===== src/design/babur_pkg.sv =====
package babur_pkg;

	localparam int OpW      = 3;
	localparam int PosW     = 32;
	localparam int LenW     = 16;
	localparam int SizeW    = 16;
	localparam int BytesW   = 24;
	localparam int TmoW     = 24;
	localparam int RetryW   = 8;
	localparam int CfgIdxW  = 3;
	localparam int CfgDataW = 24;
	// ms counters saturate at 2**TmoW, which already exceeds every limit
	localparam int MsCntW   = TmoW + 1;
	// accepted blocks only matter as 0, 1 or "two or more"
	localparam int AbW      = 2;
	localparam int DivBits  = BytesW;
	localparam int DivCntW  = $clog2(DivBits);

	localparam logic [TmoW-1:0]   RstFirstTmo  = TmoW'(5000);
	localparam logic [TmoW-1:0]   RstBlockTmo  = TmoW'(2000);
	localparam logic [RetryW-1:0] RstMaxRetry  = RetryW'(5);
	localparam logic [TmoW-1:0]   RstOverall   = TmoW'(1800000);
	localparam logic [SizeW-1:0]  RstDefBlock  = SizeW'(5000);
	localparam logic [SizeW-1:0]  RstDefBatch  = SizeW'(40);
	localparam logic [BytesW-1:0] RstMaxBytes  = BytesW'(100000);
	localparam logic [SizeW-1:0]  RstChanLimit = '0;

	typedef enum logic [OpW-1:0] {
		OP_START  = 3'd0,
		OP_BLOCK  = 3'd1,
		OP_TICK   = 3'd2,
		OP_END    = 3'd3,
		OP_CANCEL = 3'd4
	} op_t;

	typedef enum logic [1:0] {
		SS_NONE     = 2'd0,
		SS_ACCEPTED = 2'd1,
		SS_REFUSED  = 2'd2
	} start_status_t;

	typedef enum logic [2:0] {
		CR_NONE       = 3'd0,
		CR_UNEXPECTED = 3'd1,
		CR_RETRIES    = 3'd2,
		CR_TIMEOUT    = 3'd3,
		CR_HOST       = 3'd4
	} cancel_reason_t;

	typedef enum logic [CfgIdxW-1:0] {
		REG_FIRST_TMO  = 3'd0,
		REG_BLOCK_TMO  = 3'd1,
		REG_MAX_RETRY  = 3'd2,
		REG_OVERALL    = 3'd3,
		REG_DEF_BLOCK  = 3'd4,
		REG_DEF_BATCH  = 3'd5,
		REG_MAX_BYTES  = 3'd6,
		REG_CHAN_LIMIT = 3'd7
	} reg_idx_t;

	typedef enum logic [2:0] {
		S_IDLE,
		S_EXEC,
		S_MUL,
		S_DIV,
		S_FIN
	} state_t;

	typedef struct packed {
		logic [OpW-1:0]   opcode;
		logic [PosW-1:0]  file_pos;
		logic [LenW-1:0]  block_len;
		logic [PosW-1:0]  file_size;
		logic [SizeW-1:0] host_block_size;
		logic [SizeW-1:0] host_batch_size;
	} in_item_t;

	typedef struct packed {
		logic [1:0]       start_status;
		logic             ack_due;
		logic [PosW-1:0]  ok_to;
		logic             block_valid;
		logic             first_block;
		logic             final_block;
		logic [2:0]       cancel_reason;
		logic             ended_ok;
		logic [SizeW-1:0] block_size_used;
		logic [SizeW-1:0] batch_size_used;
		logic             active;
	} out_item_t;

	typedef struct packed {
		logic latch_in;
		logic size_load;
		logic div_start;
		logic exec_commit;
		logic start_commit;
	} dp_cmd_t;

	typedef struct packed {
		logic is_start;
		logic refused;
		logic over_limit;
		logic div_done;
		logic out_free;
	} dp_stat_t;

endpackage


===== src/design/babur_chan_if.sv =====
interface babur_chan_if #(
	parameter type payload_t = logic
) ();
	logic     valid;
	logic     ready;
	payload_t payload;

	modport source (output valid, output payload, input ready);
	modport sink (input valid, input payload, output ready);
endinterface


===== src/design/babur_div.sv =====
module babur_div (
	input  logic                          clk,
	input  logic                          arst_n,
	input  logic                          start,
	input  logic [babur_pkg::BytesW-1:0]  dividend,
	input  logic [babur_pkg::SizeW-1:0]   divisor,
	output logic [babur_pkg::SizeW-1:0]   quotient,
	output logic                          done
);
	import babur_pkg::*;

	logic [BytesW-1:0]  dq_q;
	logic [SizeW-1:0]   rem_q;
	logic [DivCntW-1:0] cnt_q;
	logic               busy_q;
	logic               done_q;
	logic [SizeW:0]     trial;
	logic [SizeW:0]     diff;
	logic               ge;
	logic [SizeW-1:0]   rem_n;

	// restoring division, one quotient bit per cycle
	assign trial = {rem_q, dq_q[BytesW-1]};
	assign diff  = trial - {1'b0, divisor};
	assign ge    = trial >= {1'b0, divisor};
	assign rem_n = ge ? diff[SizeW-1:0] : trial[SizeW-1:0];

	always_ff @(posedge clk or negedge arst_n) begin
		if (!arst_n) begin
			busy_q <= 1'b0;
			done_q <= 1'b0;
			cnt_q  <= '0;
		end else if (start) begin
			busy_q <= 1'b1;
			done_q <= 1'b0;
			cnt_q  <= '0;
		end else if (busy_q) begin
			cnt_q <= cnt_q + DivCntW'(1);
			if (cnt_q == DivCntW'(DivBits - 1)) begin
				busy_q <= 1'b0;
				done_q <= 1'b1;
			end
		end else begin
			done_q <= 1'b0;
		end
	end

	always_ff @(posedge clk) begin
		if (start) begin
			dq_q  <= dividend;
			rem_q <= '0;
		end else if (busy_q) begin
			dq_q  <= {dq_q[BytesW-2:0], ge};
			rem_q <= rem_n;
		end
	end

	// the caller only divides when the quotient fits the size width
	assign quotient = dq_q[SizeW-1:0];
	assign done     = done_q;
endmodule


===== src/design/babur_ctrl.sv =====
module babur_ctrl (
	input  logic                 clk,
	input  logic                 arst_n,
	input  logic                 in_valid,
	output logic                 in_ready,
	input  babur_pkg::dp_stat_t  stat,
	output babur_pkg::dp_cmd_t   cmd
);
	import babur_pkg::*;

	state_t state_q;
	state_t state_n;

	always_ff @(posedge clk or negedge arst_n) begin
		if (!arst_n) begin
			state_q <= S_IDLE;
		end else begin
			state_q <= state_n;
		end
	end

	always_comb begin
		state_n = state_q;
		unique case (state_q)
			S_IDLE: begin
				if (in_valid) state_n = S_EXEC;
			end
			S_EXEC: begin
				if (stat.is_start && !stat.refused) begin
					state_n = S_MUL;
				end else if (stat.out_free) begin
					state_n = S_IDLE;
				end
			end
			S_MUL: begin
				state_n = stat.over_limit ? S_DIV : S_FIN;
			end
			S_DIV: begin
				if (stat.div_done) state_n = S_FIN;
			end
			S_FIN: begin
				if (stat.out_free) state_n = S_IDLE;
			end
			default: state_n = S_IDLE;
		endcase
	end

	always_comb begin
		in_ready         = 1'b0;
		cmd              = '0;
		unique case (state_q)
			S_IDLE: begin
				in_ready     = 1'b1;
				cmd.latch_in = in_valid;
			end
			S_EXEC: begin
				if (stat.is_start && !stat.refused) begin
					cmd.size_load = 1'b1;
				end else begin
					cmd.exec_commit = stat.out_free;
				end
			end
			S_MUL: begin
				cmd.div_start = stat.over_limit;
			end
			S_DIV: begin
			end
			S_FIN: begin
				cmd.start_commit = stat.out_free;
			end
			default: begin
			end
		endcase
	end
endmodule


===== src/design/babur_dp.sv =====
module babur_dp (
	input  logic                            clk,
	input  logic                            arst_n,
	input  logic                            cfg_we,
	input  logic [babur_pkg::CfgIdxW-1:0]   cfg_index,
	input  logic [babur_pkg::CfgDataW-1:0]  cfg_data,
	input  babur_pkg::in_item_t             in_data,
	output babur_pkg::out_item_t            out_data,
	output logic                            out_valid,
	input  logic                            out_ready,
	input  babur_pkg::dp_cmd_t              cmd,
	output babur_pkg::dp_stat_t             stat
);
	import babur_pkg::*;

	// configuration
	logic [TmoW-1:0]   first_tmo_q;
	logic [TmoW-1:0]   block_tmo_q;
	logic [RetryW-1:0] max_retry_q;
	logic [TmoW-1:0]   overall_q;
	logic [SizeW-1:0]  def_blk_q;
	logic [SizeW-1:0]  def_bat_q;
	logic [BytesW-1:0] max_bytes_q;
	logic [SizeW-1:0]  chan_lim_q;

	// upload state
	logic              active_q;
	logic [PosW-1:0]   exp_q;
	logic [AbW-1:0]    ab_q;
	logic [SizeW-1:0]  batch_q;
	logic [RetryW-1:0] retry_q;
	logic [MsCntW-1:0] since_last_q;
	logic [MsCntW-1:0] since_start_q;
	logic [PosW-1:0]   total_q;
	logic [SizeW-1:0]  blk_size_q;
	logic [SizeW-1:0]  bat_size_q;

	// working registers
	in_item_t          item_q;
	logic [SizeW-1:0]  blk_c_q;
	logic [SizeW-1:0]  bat_c_q;
	out_item_t         out_q;
	logic              out_valid_q;

	logic [SizeW-1:0]  blk_sel;
	logic [SizeW-1:0]  bat_sel;
	logic [2*SizeW-1:0] prod;
	logic [SizeW-1:0]  quo;
	logic              div_done;

	logic              act_n;
	logic [PosW-1:0]   exp_n;
	logic [AbW-1:0]    ab_n;
	logic [SizeW-1:0]  batch_n;
	logic [RetryW-1:0] retry_n;
	logic [MsCntW-1:0] sl_n;
	logic [MsCntW-1:0] ss_n;
	out_item_t         res;

	logic [SizeW-1:0]  bb_inc;
	logic              match;
	logic [PosW:0]     pos_end;
	logic [AbW-1:0]    ab_inc;
	logic [MsCntW-1:0] sl_inc;
	logic [MsCntW-1:0] ss_inc;
	logic [TmoW-1:0]   limit;
	logic [RetryW-1:0] rc_inc;
	logic              commit;

	always_ff @(posedge clk or negedge arst_n) begin
		if (!arst_n) begin
			first_tmo_q <= RstFirstTmo;
			block_tmo_q <= RstBlockTmo;
			max_retry_q <= RstMaxRetry;
			overall_q   <= RstOverall;
			def_blk_q   <= RstDefBlock;
			def_bat_q   <= RstDefBatch;
			max_bytes_q <= RstMaxBytes;
			chan_lim_q  <= RstChanLimit;
		end else if (cfg_we) begin
			unique case (reg_idx_t'(cfg_index))
				REG_FIRST_TMO:  first_tmo_q <= cfg_data[TmoW-1:0];
				REG_BLOCK_TMO:  block_tmo_q <= cfg_data[TmoW-1:0];
				REG_MAX_RETRY:  max_retry_q <= cfg_data[RetryW-1:0];
				REG_OVERALL:    overall_q   <= cfg_data[TmoW-1:0];
				REG_DEF_BLOCK:  def_blk_q   <= cfg_data[SizeW-1:0];
				REG_DEF_BATCH:  def_bat_q   <= cfg_data[SizeW-1:0];
				REG_MAX_BYTES:  max_bytes_q <= cfg_data[BytesW-1:0];
				REG_CHAN_LIMIT: chan_lim_q  <= cfg_data[SizeW-1:0];
				default: begin
				end
			endcase
		end
	end

	// start negotiation: defaults, then channel clamp
	always_comb begin
		if (item_q.host_block_size != '0) begin
			blk_sel = item_q.host_block_size;
		end else if (def_blk_q != '0) begin
			blk_sel = def_blk_q;
		end else begin
			blk_sel = SizeW'(1);
		end
		if (chan_lim_q != '0 && blk_sel > chan_lim_q) blk_sel = chan_lim_q;
		if (item_q.host_batch_size != '0) begin
			bat_sel = item_q.host_batch_size;
		end else if (def_bat_q != '0) begin
			bat_sel = def_bat_q;
		end else begin
			bat_sel = SizeW'(1);
		end
	end

	assign prod = {{SizeW{1'b0}}, blk_c_q} * {{SizeW{1'b0}}, bat_c_q};

	babur_div u_div (
		.clk      (clk),
		.arst_n   (arst_n),
		.start    (cmd.div_start),
		.dividend (max_bytes_q),
		.divisor  (blk_c_q),
		.quotient (quo),
		.done     (div_done)
	);

	always_ff @(posedge clk) begin
		if (cmd.latch_in) item_q <= in_data;
		if (cmd.size_load) begin
			blk_c_q <= blk_sel;
			bat_c_q <= bat_sel;
		end else if (div_done) begin
			bat_c_q <= (quo == '0) ? SizeW'(1) : quo;
		end
	end

	assign bb_inc  = batch_q + SizeW'(1);
	assign match   = item_q.file_pos == exp_q;
	assign pos_end = {1'b0, item_q.file_pos} + (PosW+1)'(item_q.block_len);
	assign ab_inc  = (ab_q == AbW'(2)) ? ab_q : ab_q + AbW'(1);
	assign sl_inc  = since_last_q[MsCntW-1] ? since_last_q : since_last_q + MsCntW'(1);
	assign ss_inc  = since_start_q[MsCntW-1] ? since_start_q : since_start_q + MsCntW'(1);
	assign limit   = (ab_q < AbW'(2)) ? first_tmo_q : block_tmo_q;
	assign rc_inc  = (retry_q == '1) ? retry_q : retry_q + RetryW'(1);

	always_comb begin
		act_n   = active_q;
		exp_n   = exp_q;
		ab_n    = ab_q;
		batch_n = batch_q;
		retry_n = retry_q;
		sl_n    = since_last_q;
		ss_n    = since_start_q;
		res     = '0;
		if (cmd.start_commit) begin
			act_n            = 1'b1;
			exp_n            = '0;
			ab_n             = '0;
			batch_n          = '0;
			retry_n          = '0;
			sl_n             = '0;
			ss_n             = '0;
			res.start_status = SS_ACCEPTED;
		end else begin
			unique case (op_t'(item_q.opcode))
				OP_START: begin
					res.start_status = SS_REFUSED;
				end
				OP_BLOCK: begin
					if (!active_q) begin
						res.cancel_reason = CR_UNEXPECTED;
					end else begin
						// a misplaced block still counts toward the batch
						sl_n    = '0;
						retry_n = '0;
						if (match) begin
							res.block_valid = 1'b1;
							exp_n           = exp_q + PosW'(item_q.block_len);
							ab_n            = ab_inc;
							res.first_block = item_q.file_pos == '0;
							res.final_block = pos_end >= {1'b0, total_q};
						end
						if (bb_inc == bat_size_q || ab_n == AbW'(1) || res.final_block) begin
							res.ack_due = 1'b1;
							batch_n     = '0;
						end else begin
							batch_n = bb_inc;
						end
					end
				end
				OP_TICK: begin
					if (active_q) begin
						sl_n = sl_inc;
						ss_n = ss_inc;
						if (sl_inc > {1'b0, limit}) begin
							retry_n = rc_inc;
							if (rc_inc < max_retry_q) begin
								sl_n        = '0;
								res.ack_due = 1'b1;
							end else begin
								act_n             = 1'b0;
								res.cancel_reason = CR_RETRIES;
							end
						end
						// overall timeout only when the retry path did nothing
						if (!res.ack_due && res.cancel_reason == CR_NONE &&
								ss_inc > {1'b0, overall_q}) begin
							act_n             = 1'b0;
							res.cancel_reason = CR_TIMEOUT;
						end
					end
				end
				OP_END: begin
					res.ended_ok = 1'b1;
					act_n        = 1'b0;
				end
				OP_CANCEL: begin
					res.cancel_reason = CR_HOST;
					act_n             = 1'b0;
				end
				default: begin
				end
			endcase
		end
		res.ok_to           = exp_n;
		res.block_size_used = cmd.start_commit ? blk_c_q : blk_size_q;
		res.batch_size_used = cmd.start_commit ? bat_c_q : bat_size_q;
		res.active          = act_n;
	end

	assign commit = cmd.exec_commit || cmd.start_commit;

	always_ff @(posedge clk or negedge arst_n) begin
		if (!arst_n) begin
			active_q      <= 1'b0;
			exp_q         <= '0;
			ab_q          <= '0;
			batch_q       <= '0;
			retry_q       <= '0;
			since_last_q  <= '0;
			since_start_q <= '0;
			total_q       <= '0;
			blk_size_q    <= RstDefBlock;
			bat_size_q    <= RstDefBatch;
			out_valid_q   <= 1'b0;
		end else begin
			if (commit) begin
				active_q      <= act_n;
				exp_q         <= exp_n;
				ab_q          <= ab_n;
				batch_q       <= batch_n;
				retry_q       <= retry_n;
				since_last_q  <= sl_n;
				since_start_q <= ss_n;
			end
			if (cmd.start_commit) begin
				total_q    <= item_q.file_size;
				blk_size_q <= blk_c_q;
				bat_size_q <= bat_c_q;
			end
			if (commit) begin
				out_valid_q <= 1'b1;
			end else if (out_ready) begin
				out_valid_q <= 1'b0;
			end
		end
	end

	always_ff @(posedge clk) begin
		if (commit) out_q <= res;
	end

	assign out_data = out_q;
	assign out_valid = out_valid_q;

	assign stat.is_start   = item_q.opcode == OP_START;
	assign stat.refused    = active_q && exp_q != '0;
	assign stat.over_limit = prod > (2*SizeW)'(max_bytes_q);
	assign stat.div_done   = div_done;
	assign stat.out_free   = !out_valid_q || out_ready;
endmodule


===== src/design/batch_ack_block_upload_receiver.sv =====
// channel   role    handshake      payload
// items     sink    valid/ready    opcode, file_pos, block_len, file_size, host sizes
// results   source  valid/ready    one result per item, see out_item_t
// cfg       write   cfg_we         cfg_index selects the register, cfg_data the value
//
// Block, tick, end, cancel, unused and refused start items are accepted in S_IDLE and
// executed in S_EXEC, which loads the output register. An accepted start passes S_IDLE,
// S_EXEC, S_MUL and S_FIN, plus S_DIV when the batch must be cut down by the 24-step
// serial divider for max_batch_bytes / block size. A result waiting in the output
// register does not block the next accept; execution stalls only until it is free.
// Reset sets control, upload and config state but not the data registers; no sweep needed.
module batch_ack_block_upload_receiver (
	input  logic                            clk,
	input  logic                            arst_n,
	babur_chan_if.sink                      items,
	babur_chan_if.source                    results,
	input  logic                            cfg_we,
	input  logic [babur_pkg::CfgIdxW-1:0]   cfg_index,
	input  logic [babur_pkg::CfgDataW-1:0]  cfg_data
);
	import babur_pkg::*;

	dp_cmd_t   cmd;
	dp_stat_t  stat;
	logic      in_ready;
	logic      out_valid;
	out_item_t out_data;

	babur_ctrl u_ctrl (
		.clk      (clk),
		.arst_n   (arst_n),
		.in_valid (items.valid),
		.in_ready (in_ready),
		.stat     (stat),
		.cmd      (cmd)
	);

	babur_dp u_dp (
		.clk       (clk),
		.arst_n    (arst_n),
		.cfg_we    (cfg_we),
		.cfg_index (cfg_index),
		.cfg_data  (cfg_data),
		.in_data   (items.payload),
		.out_data  (out_data),
		.out_valid (out_valid),
		.out_ready (results.ready),
		.cmd       (cmd),
		.stat      (stat)
	);

	assign items.ready     = in_ready;
	assign results.valid   = out_valid;
	assign results.payload = out_data;
endmodule


===== src/flat_wrapper.sv =====
// flat-port wrapper written by rule: the top's interface ports become plain ports
module batch_ack_block_upload_receiver_flat import babur_pkg::*;
  (clk, arst_n, cfg_we, cfg_index, cfg_data, items_valid, items_payload, items_ready, results_valid, results_payload, results_ready);
  babur_chan_if #(.payload_t(in_item_t)) items_i ();
  babur_chan_if #(.payload_t(out_item_t)) results_i ();
  input  logic clk;
  input  logic arst_n;
  input  logic cfg_we;
  input  logic [babur_pkg::CfgIdxW-1:0] cfg_index;
  input  logic [babur_pkg::CfgDataW-1:0] cfg_data;
  input wire logic [$bits(items_i.valid)-1:0] items_valid;
  input wire logic [$bits(items_i.payload)-1:0] items_payload;
  output wire logic [$bits(items_i.ready)-1:0] items_ready;
  output wire logic [$bits(results_i.valid)-1:0] results_valid;
  output wire logic [$bits(results_i.payload)-1:0] results_payload;
  input wire logic [$bits(results_i.ready)-1:0] results_ready;
  assign items_i.valid = items_valid;
  assign items_i.payload = items_payload;
  assign items_ready = items_i.ready;
  assign results_valid = results_i.valid;
  assign results_payload = results_i.payload;
  assign results_i.ready = results_ready;
  batch_ack_block_upload_receiver u_core (.clk(clk), .arst_n(arst_n), .items(items_i), .results(results_i), .cfg_we(cfg_we), .cfg_index(cfg_index), .cfg_data(cfg_data));
endmodule

===== config.mk =====
export PLATFORM = sky130hd
export DESIGN_NAME = batch_ack_block_upload_receiver_flat
export DESIGN_NICKNAME = d
export VERILOG_FILES = /design/src/design/babur_pkg.sv /design/src/design/babur_chan_if.sv /design/src/design/babur_div.sv /design/src/design/babur_ctrl.sv /design/src/design/babur_dp.sv /design/src/design/batch_ack_block_upload_receiver.sv /design/src/flat_wrapper.sv
export SDC_FILE = /design/constraint.sdc
export NUM_CORES = 2
export LEC_CHECK = 0
export CAP_MARGIN = 20
export CORE_ASPECT_RATIO = 0.5
export CORE_MARGIN = 1
export CORE_UTILIZATION = 59
export DETAILED_ROUTE_END_ITERATION = 7
export DONT_BUFFER_PORTS = 1
export PLACE_DENSITY = 0.85
export SLEW_MARGIN = 10
export SYNTH_ARGS = -nofsm -noshare
export SYNTH_HDL_FRONTEND = slang
export SYNTH_SLANG_ARGS = --single-unit

===== constraint.sdc =====
create_clock -name clk -period 20.8 [get_ports clk]
set_input_delay 2.08 -clock clk [delete_from_list [all_inputs] [get_ports clk]]
set_output_delay 2.08 -clock clk [all_outputs]
set_load 0.02 [all_outputs]

==> results.sh <==
export IMPL_status="complete, no violations"
export IMPL_grt_start_max_net_pins=337
export IMPL_hold_violations=0
export IMPL_clockRootBuffer="clkbuf_16"
export IMPL_netlist_instances=3812
export IMPL_finalWorstSetupSlack_ns=10.95
export IMPL_preCtsSetupSlack_ns=10.94
export IMPL_clockBufferDepth=3
export IMPL_ys_seq_area_share_pct=41.1
export IMPL_hpwl_mm=73.8
export IMPL_cts_made_buffers=54
export IMPL_crit_top_cell="fa_1"
export IMPL_routabilityCongestion=0.949
export IMPL_stdcell_area_um2=41900
export IMPL_netlist_area_um2=39300
export IMPL_postCtsHoldBufs=0
export IMPL_netlist_top_cells_area="edfxtp_1, dfrtp_1, fa_1, ha_1, mux2_2"
export IMPL_die_w_um=367
export IMPL_finalSetupViolations=0
export IMPL_die_h_um=185
export IMPL_slew_viol_final=0
export IMPL_synth_cell_types=71
export IMPL_path_clk_slew_ns=0.07
export IMPL_nets=4356
export IMPL_yosysMostFrequentCell="nand2_1"
export IMPL_synth_edf_count=246
export IMPL_max_stage_delay_ns=0.70
export IMPL_drive_gt1_share_pct=9.62
export IMPL_ys_async_sr_fraction_pct=56.2
export IMPL_ios=224
export IMPL_post_route_min_period_ns=9.85
export IMPL_grt_overflow_total=0
export IMPL_finalCritPeriodShare_pct=47.4
export IMPL_area_growth_pct=6.57
export IMPL_io_buffers=0
export IMPL_rsz0062_at_grt="no"
export IMPL_yosys_warnings=0
export IMPL_routed_wl_mm=101
export IMPL_ctsResizeCount=0
export IMPL_start_kind="flip-flop"
export IMPL_postCtsSetupRepairBufs=0
export IMPL_fmax_mhz=102
export IMPL_core_um2=65500
export IMPL_postRouteAntennaNets=0
export IMPL_n_fill_cell=4889
export IMPL_syn_nets=4441
export IMPL_antenna_found_initial=14
export IMPL_cp_slowest_cell="edfxtp_1"
export IMPL_vias_per_cell=6.18
export IMPL_hp_class="reg2reg"
export IMPL_rows=66
export IMPL_grt_pass1_vias=29000
export IMPL_num_vias=28800
export IMPL_cp_max_fo=50
export IMPL_track_usage_pct=29.8
export IMPL_die_area_um2=67800
export IMPL_synth_common_cells="nand2_1, inv_1, dfrtp_1, ha_1, edfxtp_1"
export IMPL_synth_top_area_share_pct=18.8
export IMPL_synthFlopType="dfrtp_1"
export IMPL_drc=0
export IMPL_clock_skew_ns=0.0323
export IMPL_htreeDepth=2
export IMPL_drv_cap=0
export IMPL_start_util_pct=60.1
export IMPL_synth_seq_cells=598
export IMPL_routedWlPerCell_um=21.7
export IMPL_crit_type="reg2reg"
export IMPL_grt_pass1_wl_mm=159
export IMPL_fin_tns_setup_ns=0
export IMPL_cts_tree="built"
export IMPL_dr_pass1_iters=6
export IMPL_required_ns=21.10
export IMPL_cp_arrival_ns=10.15
export IMPL_worstMarginPinSlew_ns=1.14
export IMPL_syn_mean_instance_area_um2=10.3
export IMPL_cts_sinks=598
export IMPL_yosys_area_top_type="edfxtp_1"
export IMPL_cp_end_kind="flip-flop"
export IMPL_drt_initial_drc_count=2692
export IMPL_placed_cell_area_um2=40000
export IMPL_relSlewSlack_pct=24.2
export IMPL_clk_latency_ns=0.64
==> logic make-up (layout without fill, tap and decap cells) <==
kind of cell    count (synthesis)  in the layout  synth area share, %
xor+xnor                      209            209                 4.65
compound gates                591            591                 9.28
buf+inv                       546            507                 5.27
flops                         598            598                 41.1
other cells                     0             12                    0
fa+ha+maj                     482            482                 19.1
mux                           228            228                 6.41
simple gates                 1158           1158                 14.2
==> per-layer routing <==
layer / vias to the layer above / part of all wire [%] / global-route usage, %
met5: - / 0.011 / 0
met2: 1325 / 46 / 47.7
li1: 12900 / - / -
met3: 286 / 8.1 / 4.91
met4: 2 / 3.9 / 12.2
met1: 14300 / 41 / 40.7
==> cell type report <==
| class | count | area (um^2) | share of cell area (%) |
|---|---|---|---|
| diodes | 12 | 30.0 | 0.0716 |
| clock buffers | 73 | 1490 | 3.55 |
| clock inverters | 29 | 355 | 0.848 |
| inverters | 383 | 1440 | 3.43 |
| multi-input cells | 2668 | 21200 | 50.5 |
| flip-flops and latches | 598 | 16200 | 38.6 |
| well taps | 884 | 1110 | 2.64 |
| repair buffers | 22 | 173 | 0.412 |
==> cell usage in the layout, fill, tap and decap left out, types with 37 or more instances in the layout <==
master | synthesis | layout
nand2_1 | 453 | 452
xor2_1 | 65 | 65
fa_1 | 197 | 197
ha_1 | 285 | 285
xnor2_1 | 144 | 144
clkbuf_16 | 0 | 56
a21oi_1 | 158 | 157
edfxtp_1 | 246 | 246
nand4_1 | 68 | 68
mux2_2 | 190 | 190
mux2i_1 | 38 | 38
nor2_1 | 165 | 165
dfstp_2 | 44 | 44
dfrtp_1 | 292 | 292
and3_1 | 37 | 37
nor4_1 | 51 | 50
o21ai_0 | 175 | 175
nor3_1 | 59 | 56
and2_1 | 127 | 126
a21o_1 | 67 | 67
nand3_1 | 92 | 91
inv_1 | 381 | 381
==> stage by stage <==
| step | util (%) | std cells | hold WS (ns) |
|---|---|---|---|
| CTS | 63.9 | 4654 | 0.458 |
| floorplan | - | 3812 | 0.415 |
| finish | 64.0 | 4669 | 0.458 |
| global route | 64.0 | 4668 | 0.481 |
| global placement | 61.1 | 4552 | 0.425 |
| detailed placement | 61.1 | 4552 | 0.441 |
==> sequential cells by signal, indices dropped and copies added (netlist names), 24 cells and up <==
register / count
u_core.u_dp.overall_q: 24
u_core.u_dp.exp_q: 32
u_core.u_dp.max_bytes_q: 24
u_core.u_dp.first_tmo_q: 24
u_core.u_dp.since_start_q: 25
u_core.u_dp.block_tmo_q: 24
u_core.u_dp.item_q: 115
u_core.u_dp.u_div.dq_q: 24
u_core.u_dp.out_data: 75
u_core.u_dp.since_last_q: 25
u_core.u_dp.total_q: 32
==> critical path, delay by kind of cell (launching register included) <==
kind,cells,cell delay [ns]
fa+ha+maj,8,3.41
compound gates,12,2.30
xor+xnor,1,0.14
flops,1,0.70
buf+inv,3,0.43
simple gates,5,2.48
==> final timing paths <==
check | startpoint | end | slack (ns) | cells after the start
worst max-delay path | u_core.u_dp.blk_c_q[1]$_DFFE_PP_ | u_core.u_dp.u_div.dq_q[14]$_DFFE_PP_ | 10.95 | 29
worst min-delay path | u_core.u_dp.item_q[44]$_DFFE_PP_ | u_core.u_dp.total_q[12]$_DFFE_PN0P_ | 0.46 | 2
worst max register to register | u_core.u_dp.blk_c_q[1]$_DFFE_PP_ | u_core.u_dp.u_div.dq_q[14]$_DFFE_PP_ | 10.95 | 29
worst min register to register | u_core.u_dp.item_q[44]$_DFFE_PP_ | u_core.u_dp.total_q[12]$_DFFE_PN0P_ | 0.46 | 2
max in group asynchronous | arst_n | u_core.u_dp.total_q[10]$_DFFE_PN0P_ | 19.23 | 0
min in group asynchronous | arst_n | u_core.u_dp.first_tmo_q[14]$_DFFE_PN0P_ | 1.14 | 0
Power is left out: the tool's default activity adds up to more than one toggle a clock period on the data nets, which glitch-free logic cannot reach.
